--- config.mk ---
export PLATFORM = sky130hd
export DESIGN_NAME = gti_ctrl
export DESIGN_NICKNAME = d
export VERILOG_FILES = /design/src/hw/rtl/gti_pkg.sv /design/src/hw/rtl/gti_ctrl.sv
export SDC_FILE = /design/constraint.sdc
export NUM_CORES = 1
export LEC_CHECK = 0
export BUFFER_PORTS_ARGS = -buffer_cell sky130_fd_sc_hd__buf_2
export CELL_PAD_IN_SITES_DETAIL_PLACEMENT = 1
export CELL_PAD_IN_SITES_GLOBAL_PLACEMENT = 2
export CORE_UTILIZATION = 37
export DETAILED_ROUTE_END_ITERATION = 6
export MAX_ROUTING_LAYER = met4
export PLACE_DENSITY_LB_ADDON = 0.2
export RECOVER_POWER = 25
export SETUP_SLACK_MARGIN = 0.4
export SLEW_MARGIN = 5
export SYNTH_ARGS = -nofsm -noshare
export SYNTH_HDL_FRONTEND = slang
export SYNTH_SLANG_ARGS = --single-unit
export TNS_END_PERCENT = 100
--- constraint.sdc ---
create_clock -name clk -period 8.1 [get_ports clk]
set_input_delay 1.215 -clock clk [delete_from_list [all_inputs] [get_ports clk]]
set_output_delay 1.215 -clock clk [all_outputs]
set_load 0.05 [all_outputs]
--- src/hw/rtl/gti_pkg.sv ---
package gti_pkg;

    localparam logic [1:0] FUNC_WR_GRID   = 2'd0;
    localparam logic [1:0] FUNC_WR_SAMPLE = 2'd1;
    localparam logic [1:0] FUNC_QUERY     = 2'd2;

    localparam logic [1:0] STATUS_OK    = 2'd0;
    localparam logic [1:0] STATUS_RANGE = 2'd1;
    localparam logic [1:0] STATUS_FEW   = 2'd2;

    localparam logic [1:0] CFG_POINTS  = 2'd0;
    localparam logic [1:0] CFG_COLUMNS = 2'd1;
    localparam logic [1:0] CFG_MODE    = 2'd2;

    localparam logic [3:0] STEP_S01   = 4'd0;
    localparam logic [3:0] STEP_S12   = 4'd1;
    localparam logic [3:0] STEP_D2    = 4'd2;
    localparam logic [3:0] STEP_T     = 4'd3;
    localparam logic [3:0] STEP_INNER = 4'd4;
    localparam logic [3:0] STEP_P     = 4'd5;
    localparam logic [3:0] STEP_RND   = 4'd6;
    localparam logic [3:0] STEP_FIN   = 4'd7;
    localparam logic [3:0] STEP_COPY  = 4'd8;
    localparam logic [3:0] STEP_ZERO  = 4'd9;

    localparam int FRAC_SHIFT = 28;
    localparam int ROW_W      = 8;
    localparam int COL_W      = 10;

    typedef struct packed {
        logic [1:0]         func;
        logic [3:0]         point_index;
        logic [5:0]         column_index;
        logic signed [31:0] energy;
        logic signed [31:0] sample_re;
        logic signed [31:0] sample_im;
    } item_t;

    typedef struct packed {
        logic signed [31:0] result_re;
        logic signed [31:0] result_im;
        logic [5:0]         column;
        logic               last;
        logic [1:0]         status;
    } result_t;

    typedef struct packed {
        logic             accept;
        logic [ROW_W-1:0] grid_addr;
        logic [ROW_W-1:0] row;
        logic [COL_W-1:0] col_addr;
        logic [1:0]       k;
        logic [3:0]       step;
        logic             exec;
        logic             start;
        logic             side;
        logic             quad;
        logic             srch_latch;
        logic             ldx;
        logic             ldy;
    } cmd_t;

    typedef struct packed {
        logic eq;
        logic between;
        logic mid_lo;
        logic unit_done;
    } stat_t;

    // Signed value from sign and magnitude, saturated to 64 bits.
    function automatic logic signed [63:0] from_mag(input logic neg, input logic [64:0] m);
        logic signed [63:0] r;
        if (!neg) begin
            r = (m > 65'h0_7FFF_FFFF_FFFF_FFFF) ? 64'sh7FFF_FFFF_FFFF_FFFF : $signed(m[63:0]);
        end else if (m > 65'h0_8000_0000_0000_0000) begin
            r = 64'sh8000_0000_0000_0000;
        end else begin
            r = $signed(64'd0 - m[63:0]);
        end
        return r;
    endfunction

endpackage

--- src/hw/rtl/gti_ctrl.sv ---
module gti_ctrl #(
    parameter int GRID_POINTS = 16,
    parameter int COLUMNS     = 64
) (
    input  logic            clk,
    input  logic            rst_n,
    input  logic            item_valid,
    output logic            item_stall,
    input  logic [1:0]      item_func,
    input  logic            cfg_we,
    input  logic [1:0]      cfg_index,
    input  logic [6:0]      cfg_data,
    output logic            result_valid,
    input  logic            result_stall,
    output logic [5:0]      column,
    output logic            last,
    output logic [1:0]      status,
    output gti_pkg::cmd_t   cmd,
    input  gti_pkg::stat_t  stat
);

    localparam int PW      = $clog2(GRID_POINTS);
    localparam int NW      = $clog2(GRID_POINTS + 1);
    localparam int COL_MAX = (COLUMNS < 64) ? COLUMNS : 64;

    localparam logic [3:0] S_IDLE = 4'd0;
    localparam logic [3:0] S_SRD  = 4'd1;
    localparam logic [3:0] S_SCMP = 4'd2;
    localparam logic [3:0] S_XRD  = 4'd3;
    localparam logic [3:0] S_XCAP = 4'd4;
    localparam logic [3:0] S_COL  = 4'd5;
    localparam logic [3:0] S_YRD  = 4'd6;
    localparam logic [3:0] S_YCAP = 4'd7;
    localparam logic [3:0] S_OP   = 4'd8;
    localparam logic [3:0] S_WAIT = 4'd9;
    localparam logic [3:0] S_OUT  = 4'd10;

    logic [3:0]    state_reg, state_next;
    logic [4:0]    pts_reg, pts_next;
    logic [6:0]    cols_reg, cols_next;
    logic          mode_reg, mode_next;
    logic [NW-1:0] n_reg, n_next;
    logic [NW-1:0] iz_reg, iz_next;
    logic [5:0]    cm1_reg, cm1_next;
    logic [5:0]    c_reg, c_next;
    logic          quad_reg, quad_next;
    logic [PW-1:0] base_reg, base_next;
    logic          exact_reg, exact_next;
    logic [1:0]    status_reg, status_next;
    logic [1:0]    k_reg, k_next;
    logic          side_reg, side_next;
    logic [3:0]    step_reg, step_next;

    logic accept;
    logic unit_step;
    logic advance;

    always_ff @(posedge clk or negedge rst_n) begin
        if (!rst_n) begin
            state_reg  <= S_IDLE;
            pts_reg    <= 5'd2;
            cols_reg   <= 7'd64;
            mode_reg   <= 1'b0;
            n_reg      <= '0;
            iz_reg     <= '0;
            cm1_reg    <= '0;
            c_reg      <= '0;
            quad_reg   <= 1'b0;
            base_reg   <= '0;
            exact_reg  <= 1'b0;
            status_reg <= gti_pkg::STATUS_OK;
            k_reg      <= '0;
            side_reg   <= 1'b0;
            step_reg   <= gti_pkg::STEP_ZERO;
        end else begin
            state_reg  <= state_next;
            pts_reg    <= pts_next;
            cols_reg   <= cols_next;
            mode_reg   <= mode_next;
            n_reg      <= n_next;
            iz_reg     <= iz_next;
            cm1_reg    <= cm1_next;
            c_reg      <= c_next;
            quad_reg   <= quad_next;
            base_reg   <= base_next;
            exact_reg  <= exact_next;
            status_reg <= status_next;
            k_reg      <= k_next;
            side_reg   <= side_next;
            step_reg   <= step_next;
        end
    end

    assign item_stall = (state_reg != S_IDLE);
    assign accept     = item_valid && !item_stall;
    assign unit_step  = (step_reg == gti_pkg::STEP_S01) || (step_reg == gti_pkg::STEP_S12)
                     || (step_reg == gti_pkg::STEP_D2) || (step_reg == gti_pkg::STEP_T)
                     || (step_reg == gti_pkg::STEP_P);

    always_comb begin
        int n_i;
        int c_i;
        int hit_i;
        int base_i;

        state_next  = state_reg;
        pts_next    = pts_reg;
        cols_next   = cols_reg;
        mode_next   = mode_reg;
        n_next      = n_reg;
        iz_next     = iz_reg;
        cm1_next    = cm1_reg;
        c_next      = c_reg;
        quad_next   = quad_reg;
        base_next   = base_reg;
        exact_next  = exact_reg;
        status_next = status_reg;
        k_next      = k_reg;
        side_next   = side_reg;
        step_next   = step_reg;
        advance     = 1'b0;
        n_i         = 0;
        c_i         = 0;
        hit_i       = 0;
        base_i      = 0;

        cmd            = '0;
        cmd.accept     = accept;
        cmd.quad       = quad_reg;
        cmd.step       = step_reg;
        cmd.side       = side_reg;
        cmd.k          = k_reg;
        cmd.row        = gti_pkg::ROW_W'(int'(base_reg) + int'(k_reg));
        cmd.col_addr   = gti_pkg::COL_W'(c_reg);
        if (state_reg == S_XRD || state_reg == S_XCAP) begin
            cmd.grid_addr = gti_pkg::ROW_W'(int'(base_reg) + int'(k_reg));
        end else begin
            cmd.grid_addr = gti_pkg::ROW_W'(iz_reg);
        end

        if (cfg_we) begin
            case (cfg_index)
                gti_pkg::CFG_POINTS:  pts_next  = cfg_data[4:0];
                gti_pkg::CFG_COLUMNS: cols_next = cfg_data;
                gti_pkg::CFG_MODE:    mode_next = cfg_data[0];
                default: ;
            endcase
        end

        case (state_reg)
            S_IDLE:
            begin
                if (accept && item_func == gti_pkg::FUNC_QUERY) begin
                    n_i = (int'(pts_reg) > GRID_POINTS) ? GRID_POINTS : int'(pts_reg);
                    c_i = int'(cols_reg);
                    if (c_i > COL_MAX) c_i = COL_MAX;
                    if (c_i < 1) c_i = 1;
                    n_next      = NW'(n_i);
                    cm1_next    = 6'(c_i - 1);
                    c_next      = '0;
                    quad_next   = mode_reg;
                    exact_next  = 1'b0;
                    iz_next     = '0;
                    status_next = gti_pkg::STATUS_OK;
                    if (mode_reg && n_i < 3) begin
                        status_next = gti_pkg::STATUS_FEW;
                        state_next  = S_COL;
                    end else if (n_i == 0) begin
                        status_next = gti_pkg::STATUS_RANGE;
                        state_next  = S_COL;
                    end else begin
                        state_next = S_SRD;
                    end
                end
            end
            S_SRD: state_next = S_SCMP;
            S_SCMP:
            begin
                cmd.srch_latch = 1'b1;
                if (iz_reg != '0 && stat.between) begin
                    hit_i = int'(iz_reg) - 1;
                    if (!quad_reg) base_i = hit_i;
                    else if (hit_i < 2) base_i = 0;
                    else if (hit_i > int'(n_reg) - 3) base_i = int'(n_reg) - 3;
                    else if (stat.mid_lo) base_i = hit_i - 1;
                    else base_i = hit_i;
                    base_next  = PW'(base_i);
                    k_next     = '0;
                    state_next = S_XRD;
                end else if (stat.eq) begin
                    base_next  = PW'(iz_reg);
                    exact_next = 1'b1;
                    state_next = S_COL;
                end else if (int'(iz_reg) + 1 < int'(n_reg)) begin
                    iz_next    = NW'(int'(iz_reg) + 1);
                    state_next = S_SRD;
                end else begin
                    status_next = gti_pkg::STATUS_RANGE;
                    state_next  = S_COL;
                end
            end
            S_XRD: state_next = S_XCAP;
            S_XCAP:
            begin
                cmd.ldx = 1'b1;
                if (k_reg == (quad_reg ? 2'd2 : 2'd1)) begin
                    k_next     = '0;
                    state_next = S_COL;
                end else begin
                    k_next     = k_reg + 2'd1;
                    state_next = S_XRD;
                end
            end
            S_COL:
            begin
                k_next = '0;
                if (status_reg != gti_pkg::STATUS_OK) begin
                    step_next  = gti_pkg::STEP_ZERO;
                    state_next = S_OP;
                end else begin
                    state_next = S_YRD;
                end
            end
            S_YRD: state_next = S_YCAP;
            S_YCAP:
            begin
                cmd.ldy = 1'b1;
                if (exact_reg || k_reg == (quad_reg ? 2'd2 : 2'd1)) begin
                    k_next     = '0;
                    side_next  = 1'b0;
                    step_next  = exact_reg ? gti_pkg::STEP_COPY : gti_pkg::STEP_S01;
                    state_next = S_OP;
                end else begin
                    k_next     = k_reg + 2'd1;
                    state_next = S_YRD;
                end
            end
            S_OP:
            begin
                if (unit_step) begin
                    cmd.start  = 1'b1;
                    state_next = S_WAIT;
                end else begin
                    cmd.exec = 1'b1;
                    advance  = 1'b1;
                end
            end
            S_WAIT: advance = stat.unit_done;
            S_OUT:
            begin
                if (!result_stall) begin
                    if (c_reg == cm1_reg) begin
                        state_next = S_IDLE;
                    end else begin
                        c_next     = c_reg + 6'd1;
                        state_next = S_COL;
                    end
                end
            end
            default: state_next = S_IDLE;
        endcase

        if (advance) begin
            state_next = S_OP;
            case (step_reg)
                gti_pkg::STEP_S01:   step_next = quad_reg ? gti_pkg::STEP_S12
                                                          : gti_pkg::STEP_INNER;
                gti_pkg::STEP_S12:   step_next = gti_pkg::STEP_D2;
                gti_pkg::STEP_D2:    step_next = gti_pkg::STEP_T;
                gti_pkg::STEP_T:     step_next = gti_pkg::STEP_INNER;
                gti_pkg::STEP_INNER: step_next = gti_pkg::STEP_P;
                gti_pkg::STEP_P:     step_next = gti_pkg::STEP_RND;
                gti_pkg::STEP_RND:   step_next = gti_pkg::STEP_FIN;
                gti_pkg::STEP_FIN:
                begin
                    if (!side_reg) begin
                        side_next = 1'b1;
                        step_next = gti_pkg::STEP_S01;
                    end else begin
                        state_next = S_OUT;
                    end
                end
                default: state_next = S_OUT;
            endcase
        end
    end

    assign result_valid = (state_reg == S_OUT);
    assign column       = c_reg;
    assign last         = (c_reg == cm1_reg);
    assign status       = status_reg;

endmodule

==> metrics.cfg <==
[timing]
finalWorstSetupSlack_ns=4.25
clock_skew_ns=0.00825
slew_headroom_pct=-115
finalSetupViolations=0
maxSlewViolCount=55
tns_ns=0
whs_ns=0.513
period_share_pct=47.6
fmax_ghz=0.259
rsz0062_at_grt=false
worst_slew_pin_slew_ns=3.23
hold_viol_final=0
period_minus_slack_ns=3.85

[placed_design]
placed_area_um2=4280
post-dp-hpwl_mm=8.48
dp_slack_ns=4.85
portBuffers=60
gp_congestion=0.838
dp_cells=621

[floorplan]
row_count=37
core-area_um2=10400
die_w_um=106
fp.dieArea_um2=11300
die_h_um=106
io_pins=71
initial_utilization_pct=38.5

[synthesis]
synth.area.top_cells=dfrtp_1 31%, ha_1 6.5%, mux2_2 5.3%
yosys_warnings=0
synth-seq-cells=54
synth_largest_area_cell=dfrtp_1
synth-async-reset-ratio_pct=100
synth_edf_count=0
synth_area_um2=4020
synth_common_cells=50 x dfrtp_1, 45 x nand2_1, 32 x nor2_1
ys.flop_type=dfrtp_1
synth_top_area_share_pct=31.2
syn_avg_cell_area_um2=8.86
yosysMostFrequentCell=dfrtp_1
yosys.cell_types.count=70
synthCells=453
ys_seq_area_share_pct=33.8

[route]
drc_errors=0
wirelength_mm=11.1
drtAntennaViolNets=0
first_pass_iters=4
avgRoutedWirePerCell_um=17.6
drt-vias-per-instance=5.53
dr.first_iter.drc_count=117
num_vias=3476

[worst_setup_path]
crit_chain=buf_2 -> clkbuf_1
crit_slowest_cell=clkbuf_1
critPathMaxFanout=54
critPathBufInv=2
path_class=in2async
start_kind=input port
cp_slowest_stage_delay_ns=2.27
critPathArrivalTime_ns=3.59
required_ns=7.84
crit_path_end_kind=asynchronous set/reset pin
crit_family=buffers and inverters

[cts]
cts_tree=yes
clk_latency_ns=0.33
post_cts_buffers=0
cts_hold_buf=0
cts.sinks=54
cts_root_buffer=clkbuf_8
clkSlewWorstSetupHoldPaths_ns=0.11
cts_buffers=5
cts_max_level=2
ctsResizeCount=0
clockBufferDepth=2

[global_route]
grt_max_degree=55
grt_first_pass_wirelength_mm=18.6
antenna_found_initial=0
track_usage_pct=21.5
grt_pass1_vias=3583
grt_overflow=0

[status]
failed_checks=capacitance limit, slew limit
status=finished with violations

[layout]
fin_nets=534
layout-area-overhead-vs-synth_pct=8.88
postLayoutCellArea_um2=4370
stdcell_count=629
drive_gt1_share_pct=20.5
multiInputGateArea_um2=2330
insertedDiodeCount=0
register_area_um2=1360
fillerInstances=1280
largest_register_ffs=7

[pwr]
intPower_mw=0.873
power_frac_comb_pct=64.8
switching_share_pct=56.0
powerDensity_nw_per_um2=454
p_seq_share_pct=26.6
ir_drop_mv=0.151
clkPwrFrac_pct=8.6
p_leak_nw=1.99
power.switching_mw=1.11

[flow_run]
drv_cap=1

[min_path]
min_path_type=reg2reg

-- cell usage in the layout, fill, tap and decap left out, types with 6 or more instances in the layout --
master and count:
conb_1 10, o211ai_1 7, nand3b_1 10, ha_1 21
inv_1 29, a21oi_1 14, dfrtp_1 50, mux2_2 19
buf_2 59, o22ai_1 7, o2111ai_1 6, nor3_1 14
nor2_1 32, mux2i_1 8, o21ai_0 22, xnor2_1 16
nand2_1 45, nand2b_1 7, nand3_1 12
-- power groups by stage --
stage	logic (mW)	registers [mW]	clock network, mW
floorplan	1.02	0.515	0
CTS	1.29	0.527	0.178
global placement	1.25	0.527	0
global route	1.41	0.550	0.186
finish	1.28	0.528	0.170
detailed placement	1.28	0.534	0
-- cells by family after synthesis --
group / count (synthesis) / synth area share (%)
AND/OR/NAND/NOR: 157 / 19.9
multiplexers: 27 / 7.32
XOR/XNOR: 20 / 4.36
AO/OA/AOI/OAI: 103 / 18.2
buffers and inverters: 68 / 9.07
flip-flops: 54 / 33.8
adder cells (fa/ha/maj): 23 / 7.29
other: 1 / 0.0934
-- worst paths after layout --
| kind | from | endpoint | slack [ns] | cells past startpoint |
|---|---|---|---|---|
| hold reg to reg | cm1_reg[5]$_DFFE_PN0P_ | cm1_reg[5]$_DFFE_PN0P_ | 0.51 | 2 |
| hold / removal | cm1_reg[5]$_DFFE_PN0P_ | cm1_reg[5]$_DFFE_PN0P_ | 0.51 | 2 |
| setup reg to reg | iz_reg[0]$_DFFE_PN0P_ | base_reg[1]$_DFFE_PN0P_ | 4.95 | 10 |
| setup / recovery | rst_n | n_reg[0]$_DFFE_PN0P_ | 4.25 | 2 |
| max in group clk | state_reg[1]$_DFFE_PN0P_ | cmd[2] | 4.46 | 3 |
| min in group asynchronous | rst_n | step_reg[1]$_DFF_PN0_ | 2.05 | 2 |
-- layer usage --
layer	part of all wire [%]	global-route usage (%)	vias up
met4	1.7	7.24	0
met3	3.3	2.70	17
met2	48	34.3	78
met1	47	28.1	1688
li1	-	-	1693
met5	0	-	-
-- through the flow --
stage               utilization (%)  power (mW)
finish                         42.0        1.98
CTS                            42.0        1.99
floorplan                         -        1.54
global placement               41.1        1.78
global route                   42.0        2.15
detailed placement             41.1        1.82
-- cell type report --
cell class	instances	area share, %
clock buffers	5	1.57
multi-input cells	340	53.3
flip-flops and latches	54	31.0
inverters	29	2.49
repair buffers	62	7.10
well taps	136	3.89
clock inverters	3	0.658
-- worst register-to-register path, cell delays in order, from the launching register on --
cell	delay (ns)
dfrtp_1	0.61
inv_1	0.14
ha_1	0.28
or4b_1	0.64
nand2_1	0.14
ha_1	0.25
a211o_1	0.27
o211ai_1	0.12
o21ai_0	0.22
o2111ai_1	0.24
o211ai_1	0.12
Power figures use the tool's default switching activity.
